File: src/rtl/core/ccbb_pkg.sv
// ----------------------------------------------------------------------------
// ccbb_pkg
// Shared types, character codes and helper functions of the bracket
// expression bitmap builder.
// ----------------------------------------------------------------------------
package ccbb_pkg;

  // parser position inside the bracket body
  typedef enum logic [2:0] {
    PH_FIRST,
    PH_CARET,
    PH_BODY,
    PH_ESCAPE,
    PH_DASH
  } phase_t;

  // sequencer states
  typedef enum logic [1:0] {
    ST_IDLE,
    ST_WR,
    ST_EMIT,
    ST_ERR
  } state_t;

  // characters with a meaning inside the brackets
  localparam logic [7:0] CH_CARET  = 8'h5E;
  localparam logic [7:0] CH_RBRACK = 8'h5D;
  localparam logic [7:0] CH_BSLASH = 8'h5C;
  localparam logic [7:0] CH_DASH   = 8'h2D;

  // escape letters and the control codes they stand for
  localparam logic [7:0] ESC_ZERO = 8'h30;
  localparam logic [7:0] ESC_A    = 8'h61;
  localparam logic [7:0] ESC_B    = 8'h62;
  localparam logic [7:0] ESC_F    = 8'h66;
  localparam logic [7:0] ESC_N    = 8'h6E;
  localparam logic [7:0] ESC_R    = 8'h72;
  localparam logic [7:0] ESC_T    = 8'h74;
  localparam logic [7:0] ESC_V    = 8'h76;

  localparam logic [7:0] CODE_NUL = 8'h00;
  localparam logic [7:0] CODE_BEL = 8'h07;
  localparam logic [7:0] CODE_BS  = 8'h08;
  localparam logic [7:0] CODE_FF  = 8'h0C;
  localparam logic [7:0] CODE_LF  = 8'h0A;
  localparam logic [7:0] CODE_CR  = 8'h0D;
  localparam logic [7:0] CODE_HT  = 8'h09;
  localparam logic [7:0] CODE_VT  = 8'h0B;

  // set geometry
  localparam int WORD_W   = 64;
  localparam int NUM_WORDS = 4;
  localparam int TDATA_IN_W  = 8;
  localparam int TDATA_OUT_W = 72;

  // byte that follows a backslash
  function automatic logic [7:0] map_escape(input logic [7:0] c);
    logic [7:0] r;
    case (c)
      ESC_ZERO: r = CODE_NUL;
      ESC_A:    r = CODE_BEL;
      ESC_B:    r = CODE_BS;
      ESC_F:    r = CODE_FF;
      ESC_N:    r = CODE_LF;
      ESC_R:    r = CODE_CR;
      ESC_T:    r = CODE_HT;
      ESC_V:    r = CODE_VT;
      default:  r = c;
    endcase
    return r;
  endfunction

  // membership bits of lo..hi that fall into one 64-character word
  function automatic logic [WORD_W-1:0] range_mask(input logic [1:0] word,
                                                   input logic [7:0] lo,
                                                   input logic [7:0] hi);
    logic [WORD_W-1:0] m;
    logic [7:0]        code;
    for (int i = 0; i < WORD_W; i++) begin
      code = {word, 6'(i)};
      m[i] = (code >= lo) && (code <= hi);
    end
    return m;
  endfunction

endpackage

File: src/rtl/core/char_class_bitmap_builder.sv
// ----------------------------------------------------------------------------
// char_class_bitmap_builder
// Builds the 256-bit membership set of a regex bracket expression from its
// body bytes and sends it out as four 64-bit words.
// ----------------------------------------------------------------------------
// Usage:
//   in_*  : one body byte per transfer, starting after the opening bracket;
//           in_tuser set marks end of text (the byte is then ignored).
//   out_* : on the closing bracket four transfers, word_index 0..3, tlast on
//           word 3; on end of text one transfer with tuser (error) and tlast
//           set and all bits zero.
//   The set lives in a 4 x 64 bit memory with a registered read. A byte that
//   adds members is read-modify-written: it is accepted while its lowest
//   touched word is read, then each word from the lowest to the highest
//   touched one is written back while the next is read, and no byte is
//   taken meanwhile. Bytes that only change the parse position are taken
//   without leaving idle. A closing bracket reads the four words in turn,
//   one per output transfer; an end of text sends the error transfer.
//   Per-word valid bits clear the set on reset, on end of text and as each
//   word leaves, so no clearing pass is needed.
//   When the receiver stalls, the last word is held in the output register
//   and the block keeps taking bytes until the next word must be sent.
//   Reset (rst_n low, synchronous) returns the parser to the start of a
//   class and drops any pending output.
// ----------------------------------------------------------------------------
module char_class_bitmap_builder (
  input  logic                             clk,
  input  logic                             rst_n,
  // input stream
  input  logic                             in_tvalid,
  output logic                             in_tready,
  input  logic [ccbb_pkg::TDATA_IN_W-1:0]  in_tdata,   // [7:0] char_code
  input  logic                             in_tuser,   // [0] end_of_text
  // result stream
  output logic                             out_tvalid,
  input  logic                             out_tready,
  output logic [ccbb_pkg::TDATA_OUT_W-1:0] out_tdata,  // [1:0] word_index,
                                                       // [65:2] class_bits
  output logic                             out_tlast,  // last
  output logic                             out_tuser   // [0] error
);

  localparam int WW = ccbb_pkg::WORD_W;

  // ---------------------------------------------------------------- state
  ccbb_pkg::state_t st_r, st_nxt;
  ccbb_pkg::phase_t ph_r, ph_nxt;
  logic        prev_v_r, prev_v_nxt;
  logic [7:0]  prev_m_r, prev_m_nxt;
  logic        low_v_r, low_v_nxt;
  logic [7:0]  low_m_r, low_m_nxt;
  logic        inv_r, inv_nxt;

  // registered member operation of the current byte
  logic        a_en_r, a_en_nxt;
  logic [7:0]  a_lo_r, a_lo_nxt;
  logic [7:0]  a_hi_r, a_hi_nxt;
  logic        b_en_r, b_en_nxt;
  logic [7:0]  b_ch_r, b_ch_nxt;
  logic        emit_inv_r, emit_inv_nxt;
  logic [1:0]  wcur_r, wcur_nxt;
  logic [1:0]  wend_r, wend_nxt;
  logic [ccbb_pkg::NUM_WORDS-1:0] word_vld_r, word_vld_nxt;

  // output register
  logic          out_vld_r, out_vld_nxt;
  logic [1:0]    out_idx_r, out_idx_nxt;
  logic [WW-1:0] out_bits_r, out_bits_nxt;
  logic          out_last_r, out_last_nxt;
  logic          out_err_r, out_err_nxt;

  // memory
  logic [WW-1:0] mem [ccbb_pkg::NUM_WORDS];
  logic [WW-1:0] rdata_r;
  logic [1:0]    raddr;
  logic          mem_we;
  logic [WW-1:0] wdata;

  // ---------------------------------------------------------------- parser
  logic        in_fire;
  logic [7:0]  c;
  logic        p_err, p_emit, p_body, a_used;
  logic        p_a_en, p_b_en;
  logic [7:0]  p_a_lo, p_a_hi, p_b_ch, lo_t, t_val;
  logic [1:0]  p_ws, p_we;
  logic        need_rmw;

  assign in_fire = in_tvalid && in_tready;
  assign c       = in_tdata[7:0];

  // next parse state and member operation for the offered byte
  always_comb begin
    ph_nxt     = ph_r;
    prev_v_nxt = prev_v_r;
    prev_m_nxt = prev_m_r;
    low_v_nxt  = low_v_r;
    low_m_nxt  = low_m_r;
    inv_nxt    = inv_r;
    p_err      = 1'b0;
    p_emit     = 1'b0;
    p_body     = 1'b0;
    a_used     = 1'b0;
    p_a_en     = 1'b0;
    p_a_lo     = '0;
    p_a_hi     = '0;
    p_b_en     = 1'b0;
    p_b_ch     = '0;
    lo_t       = '0;
    t_val      = '0;
    if (in_tuser) begin
      p_err = 1'b1;
    end else begin
      case (ph_r)
        ccbb_pkg::PH_FIRST: begin
          if (c == ccbb_pkg::CH_CARET) begin
            inv_nxt = 1'b1;
            ph_nxt  = ccbb_pkg::PH_CARET;
          end else begin
            p_body = 1'b1;
          end
        end
        ccbb_pkg::PH_CARET: begin
          // lone caret before the closing bracket is a literal caret
          if (c == ccbb_pkg::CH_RBRACK) begin
            inv_nxt    = 1'b0;
            a_used     = 1'b1;
            p_a_en     = 1'b1;
            p_a_lo     = ccbb_pkg::CH_CARET;
            p_a_hi     = ccbb_pkg::CH_CARET;
            p_emit     = 1'b1;
          end else begin
            p_body = 1'b1;
          end
        end
        ccbb_pkg::PH_ESCAPE: begin
          t_val      = ccbb_pkg::map_escape(c);
          lo_t       = low_v_nxt ? low_m_nxt : t_val;
          a_used     = 1'b1;
          p_a_en     = (lo_t <= t_val);
          p_a_lo     = lo_t;
          p_a_hi     = t_val;
          low_v_nxt  = 1'b0;
          prev_v_nxt = 1'b1;
          prev_m_nxt = t_val;
          ph_nxt     = ccbb_pkg::PH_BODY;
        end
        ccbb_pkg::PH_DASH: begin
          if (prev_v_r && (c != ccbb_pkg::CH_RBRACK)) begin
            // range starts at the previous member
            low_v_nxt = 1'b1;
            low_m_nxt = prev_m_r;
          end else begin
            // literal dash, may close a pending range
            lo_t       = low_v_r ? low_m_r : ccbb_pkg::CH_DASH;
            a_used     = 1'b1;
            p_a_en     = (lo_t <= ccbb_pkg::CH_DASH);
            p_a_lo     = lo_t;
            p_a_hi     = ccbb_pkg::CH_DASH;
            low_v_nxt  = 1'b0;
            prev_v_nxt = 1'b1;
            prev_m_nxt = ccbb_pkg::CH_DASH;
          end
          p_body = 1'b1;
        end
        default: begin
          p_body = 1'b1;
        end
      endcase
      // plain body byte
      if (p_body) begin
        if (c == ccbb_pkg::CH_RBRACK) begin
          p_emit = 1'b1;
        end else if (c == ccbb_pkg::CH_BSLASH) begin
          ph_nxt = ccbb_pkg::PH_ESCAPE;
        end else if (c == ccbb_pkg::CH_DASH) begin
          ph_nxt = ccbb_pkg::PH_DASH;
        end else begin
          if (a_used) begin
            // second member after a literal dash, never a range
            p_b_en = 1'b1;
            p_b_ch = c;
          end else begin
            lo_t   = low_v_nxt ? low_m_nxt : c;
            p_a_en = (lo_t <= c);
            p_a_lo = lo_t;
            p_a_hi = c;
          end
          low_v_nxt  = 1'b0;
          prev_v_nxt = 1'b1;
          prev_m_nxt = c;
          ph_nxt     = ccbb_pkg::PH_BODY;
        end
      end
    end
    // a finished or broken class starts over
    if (p_err || p_emit) begin
      ph_nxt     = ccbb_pkg::PH_FIRST;
      prev_v_nxt = 1'b0;
      prev_m_nxt = '0;
      low_v_nxt  = 1'b0;
      low_m_nxt  = '0;
      inv_nxt    = 1'b0;
    end
    if (p_err) begin
      p_a_en = 1'b0;
      p_b_en = 1'b0;
    end
  end

  // span of words touched by the member operation
  always_comb begin
    if (p_a_en && p_b_en) begin
      p_ws = (p_a_lo[7:6] < p_b_ch[7:6]) ? p_a_lo[7:6] : p_b_ch[7:6];
      p_we = (p_a_hi[7:6] > p_b_ch[7:6]) ? p_a_hi[7:6] : p_b_ch[7:6];
    end else if (p_a_en) begin
      p_ws = p_a_lo[7:6];
      p_we = p_a_hi[7:6];
    end else begin
      p_ws = p_b_ch[7:6];
      p_we = p_b_ch[7:6];
    end
  end

  assign need_rmw = (p_a_en || p_b_en) && !p_emit && !p_err;

  // ---------------------------------------------------------------- datapath
  logic          out_free;
  logic [WW-1:0] word_old, word_mask, word_new;

  assign out_free  = !out_vld_r || out_tready;
  assign word_old  = word_vld_r[wcur_r] ? rdata_r : '0;
  assign word_mask = (a_en_r ? ccbb_pkg::range_mask(wcur_r, a_lo_r, a_hi_r) : '0)
                   | (b_en_r ? ccbb_pkg::range_mask(wcur_r, b_ch_r, b_ch_r) : '0);
  assign word_new  = word_old | word_mask;
  assign wdata     = word_new;

  // ---------------------------------------------------------------- sequencer
  always_comb begin
    st_nxt       = st_r;
    a_en_nxt     = a_en_r;
    a_lo_nxt     = a_lo_r;
    a_hi_nxt     = a_hi_r;
    b_en_nxt     = b_en_r;
    b_ch_nxt     = b_ch_r;
    emit_inv_nxt = emit_inv_r;
    wcur_nxt     = wcur_r;
    wend_nxt     = wend_r;
    word_vld_nxt = word_vld_r;
    out_vld_nxt  = out_vld_r && !out_tready;
    out_idx_nxt  = out_idx_r;
    out_bits_nxt = out_bits_r;
    out_last_nxt = out_last_r;
    out_err_nxt  = out_err_r;
    in_tready    = 1'b0;
    mem_we       = 1'b0;
    raddr        = wcur_r;
    case (st_r)
      ccbb_pkg::ST_IDLE: begin
        in_tready = 1'b1;
        raddr     = p_emit ? 2'd0 : p_ws;
        if (in_tvalid) begin
          a_en_nxt     = p_a_en;
          a_lo_nxt     = p_a_lo;
          a_hi_nxt     = p_a_hi;
          b_en_nxt     = p_b_en;
          b_ch_nxt     = p_b_ch;
          emit_inv_nxt = inv_r;
          wcur_nxt     = p_emit ? 2'd0 : p_ws;
          wend_nxt     = p_we;
          if (p_err) begin
            word_vld_nxt = '0;
            st_nxt       = ccbb_pkg::ST_ERR;
          end else if (p_emit) begin
            // caret-only class is never inverted
            emit_inv_nxt = (ph_r == ccbb_pkg::PH_CARET && c == ccbb_pkg::CH_RBRACK)
                         ? 1'b0 : inv_r;
            st_nxt       = ccbb_pkg::ST_EMIT;
          end else if (need_rmw) begin
            st_nxt = ccbb_pkg::ST_WR;
          end
        end
      end
      ccbb_pkg::ST_WR: begin
        // write this word back, read the next one
        mem_we               = 1'b1;
        word_vld_nxt[wcur_r] = 1'b1;
        raddr                = wcur_r + 2'd1;
        if (wcur_r == wend_r) begin
          st_nxt = ccbb_pkg::ST_IDLE;
        end else begin
          wcur_nxt = wcur_r + 2'd1;
        end
      end
      ccbb_pkg::ST_EMIT: begin
        // one word per output transfer, the word leaves the set as it goes
        raddr = out_free ? wcur_r + 2'd1 : wcur_r;
        if (out_free) begin
          out_vld_nxt          = 1'b1;
          out_idx_nxt          = wcur_r;
          out_bits_nxt         = word_new ^ {WW{emit_inv_r}};
          out_last_nxt         = (wcur_r == 2'(ccbb_pkg::NUM_WORDS - 1));
          out_err_nxt          = 1'b0;
          word_vld_nxt[wcur_r] = 1'b0;
          if (wcur_r == 2'(ccbb_pkg::NUM_WORDS - 1)) begin
            st_nxt = ccbb_pkg::ST_IDLE;
          end else begin
            wcur_nxt = wcur_r + 2'd1;
          end
        end
      end
      ccbb_pkg::ST_ERR: begin
        if (out_free) begin
          out_vld_nxt  = 1'b1;
          out_idx_nxt  = '0;
          out_bits_nxt = '0;
          out_last_nxt = 1'b1;
          out_err_nxt  = 1'b1;
          st_nxt       = ccbb_pkg::ST_IDLE;
        end
      end
      default: begin
        st_nxt = ccbb_pkg::ST_IDLE;
      end
    endcase
  end

  // control and payload registers
  always_ff @(posedge clk) begin
    if (!rst_n) begin
      st_r       <= ccbb_pkg::ST_IDLE;
      ph_r       <= ccbb_pkg::PH_FIRST;
      prev_v_r   <= 1'b0;
      prev_m_r   <= '0;
      low_v_r    <= 1'b0;
      low_m_r    <= '0;
      inv_r      <= 1'b0;
      word_vld_r <= '0;
      out_vld_r  <= 1'b0;
      wcur_r     <= '0;
    end else begin
      st_r       <= st_nxt;
      word_vld_r <= word_vld_nxt;
      out_vld_r  <= out_vld_nxt;
      wcur_r     <= wcur_nxt;
      if (in_fire) begin
        ph_r     <= ph_nxt;
        prev_v_r <= prev_v_nxt;
        prev_m_r <= prev_m_nxt;
        low_v_r  <= low_v_nxt;
        low_m_r  <= low_m_nxt;
        inv_r    <= inv_nxt;
      end
    end
    a_en_r     <= a_en_nxt;
    a_lo_r     <= a_lo_nxt;
    a_hi_r     <= a_hi_nxt;
    b_en_r     <= b_en_nxt;
    b_ch_r     <= b_ch_nxt;
    emit_inv_r <= emit_inv_nxt;
    wend_r     <= wend_nxt;
    out_idx_r  <= out_idx_nxt;
    out_bits_r <= out_bits_nxt;
    out_last_r <= out_last_nxt;
    out_err_r  <= out_err_nxt;
  end

  // set memory, one write and one registered read per cycle
  always_ff @(posedge clk) begin
    if (mem_we) begin
      mem[wcur_r] <= wdata;
    end
    rdata_r <= mem[raddr];
  end

  // ---------------------------------------------------------------- ports
  assign out_tvalid = out_vld_r;
  assign out_tdata  = {{(ccbb_pkg::TDATA_OUT_W - WW - 2){1'b0}}, out_bits_r, out_idx_r};
  assign out_tlast  = out_last_r;
  assign out_tuser  = out_err_r;

  // ---------------------------------------------------------------- checks
  // an error result is always the only and last one, with no members
  a_err_last: assert property (@(posedge clk) disable iff (!rst_n)
    out_tvalid && out_tuser |-> out_tlast && (out_tdata == '0))
    else $error("error result without last or with members");

  // the set is empty once its last word has been sent
  a_set_cleared: assert property (@(posedge clk) disable iff (!rst_n)
    (st_r == ccbb_pkg::ST_EMIT) && out_free && (wcur_r == 2'(ccbb_pkg::NUM_WORDS - 1))
    |=> (word_vld_r == '0))
    else $error("set not cleared after emit");

  // end of text always leads to the error result state
  a_eot_err: assert property (@(posedge clk) disable iff (!rst_n)
    in_fire && in_tuser |=> (st_r == ccbb_pkg::ST_ERR))
    else $error("end of text did not raise error result");

  // emitted words come out in index order
  a_word_order: assert property (@(posedge clk) disable iff (!rst_n)
    (st_r == ccbb_pkg::ST_EMIT) && out_free |=> (out_tdata[1:0] == $past(wcur_r)))
    else $error("emitted word index out of order");

endmodule

File: config.mk
export PLATFORM = sky130hd
export DESIGN_NAME = char_class_bitmap_builder
export DESIGN_NICKNAME = d
export VERILOG_FILES = /design/src/rtl/core/ccbb_pkg.sv /design/src/rtl/core/char_class_bitmap_builder.sv
export SDC_FILE = /design/constraint.sdc
export NUM_CORES = 1
export LEC_CHECK = 0
export BUFFER_PORTS_ARGS = -buffer_cell sky130_fd_sc_hd__buf_2
export CAP_MARGIN = 20
export CORE_ASPECT_RATIO = 1.25
export CORE_MARGIN = 2
export CORE_UTILIZATION = 62
export CTS_CLUSTER_DIAMETER = 150
export DETAILED_ROUTE_END_ITERATION = 8
export MAX_ROUTING_LAYER = met4
export PLACE_DENSITY = 0.8
export SLEW_MARGIN = 20
export SYNTH_ARGS = -nofsm -noshare
export SYNTH_HDL_FRONTEND = slang
export SYNTH_SLANG_ARGS = --single-unit
File: constraint.sdc
create_clock -name clk -period 5.5 [get_ports clk]
set_input_delay 0.275 -clock clk [delete_from_list [all_inputs] [get_ports clk]]
set_output_delay 0.275 -clock clk [all_outputs]
set_load 0.02 [all_outputs]
==> results of run 1 <==
[power groups by stage]
stage | logic [mW] | clock network (mW) | registers (mW)
floorplan | 3.56 | 0 | 5.55
global placement | 5.14 | 0 | 5.53
detailed placement | 5.26 | 0 | 5.55
CTS | 5.31 | 2.94 | 5.49
global route | 5.75 | 3.07 | 5.56
finish | 5.36 | 2.92 | 5.51
[sequential cells by signal, indices dropped and copies added, names as in the netlist, 3 cells and up]
name        flops
a_lo_r          8
out_bits_r     64
b_ch_r          8
word_vld_r      4
a_hi_r          8
prev_m_r        8
low_m_r         8
ph_r            3
rdata_r        64
mem           256
[how the worst max path moves through the flow]
stage                     start             to  slack [ns]  cells past startpoint
finish              in_tdata[2]    rdata_r[60]        0.84                     19
global placement    in_tdata[2]    rdata_r[57]        0.42                     19
global route        in_tdata[2]    rdata_r[60]        0.55                     19
floorplan               st_r[0]  out_bits_r[0]        1.04                      5
CTS                 in_tdata[2]    rdata_r[60]        0.85                     19
detailed placement  in_tdata[2]    rdata_r[44]        0.29                     19
[final cells by class]
cell class | count | area (sq um) | area share
multi-input cells | 1209 | 8167 | 0.3460
repair buffers | 129 | 813.3 | 0.03446
inverters | 48 | 180.2 | 0.007634
clock buffers | 49 | 1140 | 0.04830
flip-flops and latches | 448 | 12500 | 0.5297
well taps | 429 | 536.8 | 0.02274
clock inverters | 31 | 262.8 | 0.01113
[critical path, delay by kind of cell]
family | cells | cell delay (ns)
adders and majority gates | 1 | 0.29
and+or+nand+nor | 5 | 1.60
buffers and inverters | 2 | 0.47
muxes | 2 | 0.58
AOI/OAI and AO/OA | 9 | 1.85
[layout by cell type, fill, tap and decap left out, types with 7 or more instances in the layout]
master     synthesis  layout
edfxtp_1         353     353
o22ai_1           10      10
nor2b_1           21      21
clkbuf_16          0      44
and3_1             8       8
a21oi_1          118     118
inv_1             46      46
nor2_1           185     184
a31oi_1           22      22
a211oi_1          13      13
and2_1            16      12
buf_2             15      82
buf_4             14      43
nand2_1          134     134
o31ai_1           10      10
or2_2              7       7
nand3_1           19      19
ha_1              37      36
o21ai_0           89      89
a221o_1           27      27
o221ai_1          14      14
o211ai_1           7       7
nand2b_1           9       9
nand4_1            9       9
dfxtp_1           95      95
or3_1             11      11
nor3_1            40      38
clkinv_2           0      13
mux2i_1          199     199
xnor2_1           62      62
a22oi_1           40      40
a21o_1             7       7
clkinv_1           2       8
[routing by layer]
layer  track usage  share of wire  vias to the layer above
met5             -              0                        -
met4        0.2054          0.068                        0
met3       0.04618          0.068                      244
met2        0.5913           0.50                      768
met1        0.4224           0.37                     7526
li1              -              -                     6889
[cell families after synthesis]
group / share of synthesized area
flip-flops: 0.5847
buffers and inverters: 0.03651
XOR/XNOR: 0.02744
AND/OR/NAND/NOR: 0.1104
other: 0.0001754
AO/OA/AOI/OAI: 0.1239
multiplexers: 0.09526
adder cells (fa/ha/maj): 0.02165
[through the flow]
step	power, mW	instance area [sq um]	hold slack, ns	instances
2_1_floorplan	9.110	21400	0.4288	1828
3_3_place_gp	10.67	22190	0.4537	2263
3_5_place_dp	10.81	22200	0.4545	2263
4_1_cts	13.75	23600	0.07070	2343
5_1_grt	14.38	23600	0.1093	2343
6_report	13.79	23600	0.08680	2343
==> impl_metrics.xml, run 1 <==
<?xml version="1.0" encoding="UTF-8"?>
<metrics>
  <group name="floorplan">
    <metric name="std_cell_rows" unit="">76</metric>
    <metric name="fp.dieW" unit="microns">170.1</metric>
    <metric name="chipHeight" unit="microns">211.6</metric>
    <metric name="die_area" unit="sq um">36000</metric>
    <metric name="floorplan.initialDensity" unit="">0.6246</metric>
    <metric name="design.portCount" unit="">89</metric>
    <metric name="area_inside_the_core_boundary" unit="sq um">34230</metric>
  </group>
  <group name="timing">
    <metric name="fin_worst_skew" unit="ns">0.01650</metric>
    <metric name="timing.final.crit_share" unit="">0.8475</metric>
    <metric name="layout_setup_ws" unit="ns">0.8387</metric>
    <metric name="unrepaired_setup_endpoints_after_global_routing" unit="">false</metric>
    <metric name="worst_pin_slew" unit="ns">1.194</metric>
    <metric name="final_period_minus_worst_setup_slack" unit="ns">4.661</metric>
    <metric name="relSlewSlack" unit="">0.1977</metric>
    <metric name="setup_viol" unit="">0</metric>
    <metric name="timing.final.hold_violations" unit="">0</metric>
    <metric name="maxClockFrequency" unit="GHz">0.2145</metric>
    <metric name="fin_setup_tns" unit="ns">0</metric>
    <metric name="report.final.slew_viol_count" unit="">0</metric>
  </group>
  <group name="pwr">
    <metric name="clock_power_share" unit="">0.212</metric>
    <metric name="cellLeakagePower" unit="nW">8.438</metric>
    <metric name="cell_internal_pwr" unit="mW">8.561</metric>
    <metric name="switchingPower" unit="mW">5.230</metric>
    <metric name="power.share.switching" unit="">0.3792</metric>
    <metric name="pwr-share-comb" unit="">0.389</metric>
    <metric name="pwr-share-seq" unit="">0.399</metric>
    <metric name="worst_ir_drop_vdd" unit="mV">0.3872</metric>
    <metric name="power.density_cell_area" unit="nW/um^2">584.3</metric>
  </group>
  <group name="worst_setup_path">
    <metric name="critical_path_peak_fanout" unit="">26</metric>
    <metric name="worstSetupStartpointType" unit="">primary input</metric>
    <metric name="worst_setup_path_end_kind" unit="">flip-flop</metric>
    <metric name="timing.rr.start" unit="">ph_r[2]</metric>
    <metric name="ordered_list_of_cells_on_the_worst_path" unit="">buf_2 -&gt; or4b_1 -&gt; o2bb2a_2 -&gt; o31ai_1 -&gt; a31oi_1 -&gt; a31oi_1 -&gt; o21ai_0 -&gt; mux2_2 -&gt; ha_1 -&gt; nor2b_1 -&gt; o211ai_1 -&gt; a21oi_1 -&gt; nor4_1 -&gt; or4_4 -&gt; and4bb_1 -&gt; o22ai_1 -&gt; a211o_4 -&gt; buf_12 -&gt; mux2i_1</metric>
    <metric name="worstPathRequired" unit="ns">5.98</metric>
    <metric name="rr_endpoint" unit="">rdata_r[60]</metric>
    <metric name="critical-path-max-stage-delay" unit="ns">0.57</metric>
    <metric name="setup.worst_path.class" unit="">in -&gt; reg</metric>
    <metric name="timing.reg2reg.setup_slack" unit="ns">0.86</metric>
    <metric name="path_common_cell" unit="">a31oi_1</metric>
    <metric name="worst_path_max_delay_cell" unit="">or4b_1</metric>
    <metric name="reg2regPathDepth" unit="">15</metric>
    <metric name="critical_path_arrival" unit="ns">5.14</metric>
  </group>
  <group name="yosys">
    <metric name="synth_area_leaders" unit="">edfxtp_1 50%, mux2i_1 9.3%, dfxtp_1 8.9%</metric>
    <metric name="synth.yosys.seq_area_share" unit="">0.5847</metric>
    <metric name="synth-async-reset-ratio" unit="">0</metric>
    <metric name="synth_commonest_cells" unit="">353 x edfxtp_1, 199 x mux2i_1, 185 x nor2_1</metric>
    <metric name="netlist_instances" unit="">1823</metric>
    <metric name="postSynthRegisterBits" unit="">448</metric>
    <metric name="syn-cell-area" unit="sq um">21380</metric>
    <metric name="ys_warn_count" unit="">0</metric>
    <metric name="yosysMostFrequentCell" unit="">edfxtp_1</metric>
    <metric name="synth_area_leader_cell" unit="">edfxtp_1</metric>
    <metric name="synth.top_cell.area_share" unit="">0.4957</metric>
    <metric name="yosys.cell_types.count" unit="">85</metric>
    <metric name="ys_dominant_reg_cell" unit="">edfxtp_1</metric>
    <metric name="synth_edf_count" unit="">353</metric>
    <metric name="post_synth.cell_area_avg" unit="sq um">11.73</metric>
  </group>
  <group name="cts">
    <metric name="cts_tree" unit="">yes</metric>
    <metric name="postCtsSetupBuffers" unit="">0</metric>
    <metric name="cts_resized" unit="">0</metric>
    <metric name="cts_buffers" unit="">43</metric>
    <metric name="tritoncts_num_sinks" unit="">448</metric>
    <metric name="post_cts_hold_buffer_count" unit="">0</metric>
    <metric name="cts-htree-levels" unit="">2</metric>
    <metric name="clk-insertion-delay-late" unit="ns">0.56</metric>
    <metric name="worst_setup_hold_path_clk_slew" unit="ns">0.06</metric>
    <metric name="clock_tree.root_cell" unit="">clkbuf_16</metric>
    <metric name="clk_path_buf_depth" unit="">3</metric>
  </group>
  <group name="placement">
    <metric name="post-dp-hpwl" unit="microns">43050</metric>
    <metric name="routabilityCongestion" unit="">1.106</metric>
    <metric name="preCtsSetupSlack" unit="ns">0.2932</metric>
    <metric name="port_buffers" unit="">82</metric>
  </group>
  <group name="final_layout">
    <metric name="layout.nets" unit="">1929</metric>
    <metric name="diodes" unit="">0</metric>
    <metric name="drive_gt1_frac" unit="">0.1223</metric>
    <metric name="final_core_utilization" unit="">0.6894</metric>
    <metric name="area.growth.synth_to_final" unit="%">10.37</metric>
    <metric name="final.fill_count" unit="">2463</metric>
  </group>
  <group name="detailed_routing">
    <metric name="detail_route.drc_violations" unit="">0</metric>
    <metric name="totalWireLength" unit="microns">62340</metric>
    <metric name="detail_route.iter0.violations" unit="">1509</metric>
    <metric name="routed_via_density" unit="">6.584</metric>
    <metric name="vias" unit="">15430</metric>
    <metric name="detail_route.first_pass.iterations" unit="">6</metric>
    <metric name="wl_per_cell" unit="microns">26.61</metric>
    <metric name="final_antenna_net_count" unit="">0</metric>
  </group>
  <group name="grt">
    <metric name="wire_length_of_the_first_global_routing_pass" unit="microns">92760</metric>
    <metric name="grt_start_max_net_pins" unit="">65</metric>
    <metric name="antenna_found_initial" unit="">0</metric>
    <metric name="first_global_vias" unit="">15030</metric>
    <metric name="grt.overflow.total" unit="">0</metric>
    <metric name="grt_use_total" unit="">0.3574</metric>
  </group>
  <group name="worst_hold_path">
    <metric name="hold_path_startpoint" unit="">out_tready</metric>
    <metric name="min_delay_worst_endpoint" unit="">out_tvalid</metric>
    <metric name="hold_path_depth" unit="">3</metric>
    <metric name="min_path_type" unit="">in -&gt; reg</metric>
  </group>
  <group name="status">
    <metric name="run_status" unit="">complete, no violations</metric>
  </group>
  <group name="flow_run">
    <metric name="drv.max_cap_violation_count" unit="">0</metric>
  </group>
</metrics>
Power figures use the tool's default switching activity.
==> run 2, diff against run 1 <==
==> constraint.sdc (replaced) <==
create_clock -name clk -period 4.3 [get_ports clk]
set_input_delay 0.215 -clock clk [delete_from_list [all_inputs] [get_ports clk]]
set_output_delay 0.215 -clock clk [all_outputs]
set_load 0.02 [all_outputs]
==> run 2 against run 1 <==
Critical path depth decreased by 2. Final area is 3.4% higher. Register-to-register slack got worse by 0.65 ns. Cell count is 3.9% higher. Hold slack lost 0.051 ns. Global-route usage rose by 2.9 points. Die area unchanged. Via count increased by 4.0%. Worst setup slack got worse by 0.63 ns. Wire length increased by 7.5%. Core utilization increased by 2.3 points. Total power increased by 31%.
==> impl_metrics.xml, run 2 (synthesis gave the netlist of run 1 again) <==
<?xml version="1.0" encoding="UTF-8"?>
<metrics>
  <group name="floorplan">
    <metric name="design.portCount" unit="">89</metric>
    <metric name="std_cell_rows" unit="">76</metric>
    <metric name="fp.dieW" unit="microns">170.1</metric>
    <metric name="area_inside_the_core_boundary" unit="sq um">34230</metric>
    <metric name="floorplan.initialDensity" unit="">0.6246</metric>
    <metric name="chipHeight" unit="microns">211.6</metric>
    <metric name="die_area" unit="sq um">36000</metric>
  </group>
  <group name="worst_hold_path">
    <metric name="min_path_type" unit="">in -&gt; reg</metric>
    <metric name="min_delay_worst_endpoint" unit="">out_tvalid</metric>
    <metric name="hold_path_depth" unit="">3</metric>
    <metric name="hold_path_startpoint" unit="">out_tready</metric>
  </group>
  <group name="placement">
    <metric name="routabilityCongestion" unit="">1.078</metric>
    <metric name="dpl-instance-area" unit="sq um">23040</metric>
    <metric name="port_buffers" unit="">82</metric>
    <metric name="post-dp-hpwl" unit="microns">46610</metric>
    <metric name="preCtsSetupSlack" unit="ns">-0.2442</metric>
  </group>
  <group name="cts">
    <metric name="cts_buffers" unit="">42</metric>
    <metric name="clk-insertion-delay-late" unit="ns">0.57</metric>
    <metric name="post_cts_hold_buffer_count" unit="">0</metric>
    <metric name="cts_tree" unit="">yes</metric>
    <metric name="clock_tree.root_cell" unit="">clkbuf_16</metric>
    <metric name="worst_setup_hold_path_clk_slew" unit="ns">0.07</metric>
    <metric name="clk_path_buf_depth" unit="">3</metric>
    <metric name="cts-htree-levels" unit="">2</metric>
    <metric name="tritoncts_num_sinks" unit="">448</metric>
  </group>
  <group name="final_layout">
    <metric name="largest_register_ff_count" unit="">256</metric>
    <metric name="final_core_utilization" unit="">0.7128</metric>
    <metric name="final_area" unit="sq um">24400</metric>
    <metric name="diodes" unit="">0</metric>
    <metric name="top_registers" unit="">mem (256), out_bits_r (64), rdata_r (64)</metric>
    <metric name="area.growth.synth_to_final" unit="%">14.11</metric>
    <metric name="drive_gt1_frac" unit="">0.1586</metric>
    <metric name="layout_common_cells" unit="">353 x edfxtp_1, 199 x mux2i_1, 184 x nor2_1</metric>
    <metric name="layout.nets" unit="">2022</metric>
    <metric name="regMostFlops" unit="">mem</metric>
    <metric name="layout.cells.most_common" unit="">edfxtp_1</metric>
  </group>
  <group name="pwr">
    <metric name="worst_ir_drop_vdd" unit="mV">0.4426</metric>
    <metric name="totalPowerFinal" unit="mW">18.13</metric>
    <metric name="cellLeakagePower" unit="nW">8.897</metric>
    <metric name="power.density_cell_area" unit="nW/um^2">743.1</metric>
  </group>
  <group name="grt">
    <metric name="grt_start_max_net_pins" unit="">65</metric>
    <metric name="first_global_vias" unit="">15940</metric>
    <metric name="antenna_found_initial" unit="">0</metric>
    <metric name="grt_use_total" unit="">0.3864</metric>
    <metric name="wire_length_of_the_first_global_routing_pass" unit="microns">99130</metric>
    <metric name="grt.overflow.total" unit="">0</metric>
  </group>
  <group name="timing">
    <metric name="report.final.slew_viol_count" unit="">0</metric>
    <metric name="fin_setup_tns" unit="ns">0</metric>
    <metric name="maxClockFrequency" unit="GHz">0.2444</metric>
    <metric name="final_period_minus_worst_setup_slack" unit="ns">4.091</metric>
    <metric name="setup_viol" unit="">0</metric>
    <metric name="relSlewSlack" unit="">0.2653</metric>
    <metric name="layout_setup_ws" unit="ns">0.2088</metric>
    <metric name="unrepaired_setup_endpoints_after_global_routing" unit="">false</metric>
    <metric name="timing.final.hold_violations" unit="">0</metric>
    <metric name="worst_pin_slew" unit="ns">1.094</metric>
    <metric name="fin_worst_skew" unit="ns">0.01959</metric>
    <metric name="timing.final.crit_share" unit="">0.9514</metric>
  </group>
  <group name="worst_setup_path">
    <metric name="critical_path_peak_fanout" unit="">14</metric>
    <metric name="timing.rr.start" unit="">ph_r[1]</metric>
    <metric name="worstPathRequired" unit="ns">4.74</metric>
    <metric name="rr_endpoint" unit="">rdata_r[34]</metric>
    <metric name="reg2regPathDepth" unit="">17</metric>
    <metric name="setup.worst_path.class" unit="">reg -&gt; reg</metric>
    <metric name="worstSetupStartpointType" unit="">flip-flop</metric>
    <metric name="timing.reg2reg.setup_slack" unit="ns">0.21</metric>
    <metric name="critical_path_arrival" unit="ns">4.53</metric>
    <metric name="worst_setup_path_end_kind" unit="">flip-flop</metric>
    <metric name="timing.critical_path.from" unit="">ph_r[1]</metric>
  </group>
  <group name="detailed_routing">
    <metric name="highest_layer" unit="">met4</metric>
    <metric name="final_antenna_net_count" unit="">0</metric>
    <metric name="routed-wl-met3" unit="microns">4411</metric>
    <metric name="routed_via_density" unit="">6.594</metric>
    <metric name="totalWireLength" unit="microns">67020</metric>
    <metric name="wire_length_on_met2" unit="microns">34000</metric>
    <metric name="vias" unit="">16050</metric>
    <metric name="wirelength_met1" unit="microns">23850</metric>
    <metric name="detail_route.first_pass.iterations" unit="">6</metric>
    <metric name="detail_route.drc_violations" unit="">0</metric>
    <metric name="detail_route.iter0.violations" unit="">1766</metric>
    <metric name="wl_per_cell" unit="microns">27.54</metric>
  </group>
  <group name="flow_run">
    <metric name="drv.max_cap_violation_count" unit="">0</metric>
  </group>
  <group name="status">
    <metric name="run_status" unit="">complete, no violations</metric>
  </group>
</metrics>
==> run 2: how the worst max path moves through the flow <==
| stage | endpoint | depth (start not counted) |
|---|---|---|
| global placement | rdata_r[15] | 21 |
| global route | rdata_r[38] | 17 |
| detailed placement | rdata_r[38] | 21 |
| floorplan | rdata_r[0] | 20 |
| CTS | rdata_r[38] | 15 |
| finish | rdata_r[34] | 17 |
==> run 2: routing by layer <==
layer / up-vias / track usage
li1: 7071 / -
met1: 7849 / 0.4354
met2: 882 / 0.6550
met3: 247 / 0.05328
met5: - / -
met4: 0 / 0.2328
==> run 2: metrics by stage <==
stage               instances  hold slack (ns)
floorplan                1828           0.3688
CTS                      2434          0.02421
detailed placement       2357           0.4517
global route             2434          0.07017
finish                   2434          0.03597
global placement         2357           0.4487
==> run 2: cell type report <==
| class | count | area [sq um] |
|---|---|---|
| clock buffer | 61 | 1204 |
| clock inverter | 16 | 146.4 |
| fill | 2323 | 9833 |
| inverter | 48 | 180.2 |
| multi-input combinational | 1209 | 8162 |
| sequential | 448 | 12500 |
| tap | 429 | 536.8 |
| timing repair buffer | 223 | 1669 |
==> run 2: repair_timing <==
action                                  CTS  global route
endpoints found under the setup margin    0            13
setup buffers                             0             0
endpoints found under the hold margin     0             0
gates resized for setup                   0             1
==> run 2: worst max-delay path, cell delays in order, from the launching register on <==
cell and delay, ns:
dfxtp_1 0.33, buf_4 0.18, or3b_1 0.43, nand3_4 0.23, mux2i_1 0.22, a21oi_1 0.13, ha_1 0.37, nor2b_1 0.14
o211ai_1 0.09, a21oi_1 0.14, nor3_1 0.06, or3b_4 0.44, a31oi_1 0.36, o21ai_4 0.11, buf_12 0.19, buf_4 0.19
mux2i_1 0.24, mux2i_1 0.11
==> run 2: power by group <==
| group | switching (mW) | leakage [nW] | internal (mW) |
|---|---|---|---|
| clock | 1.60 | 0.660 | 2.03 |
| sequential | 0.532 | 4.08 | 6.50 |
| combinational | 4.78 | 4.16 | 2.69 |
| total | 6.91 | 8.90 | 11.2 |
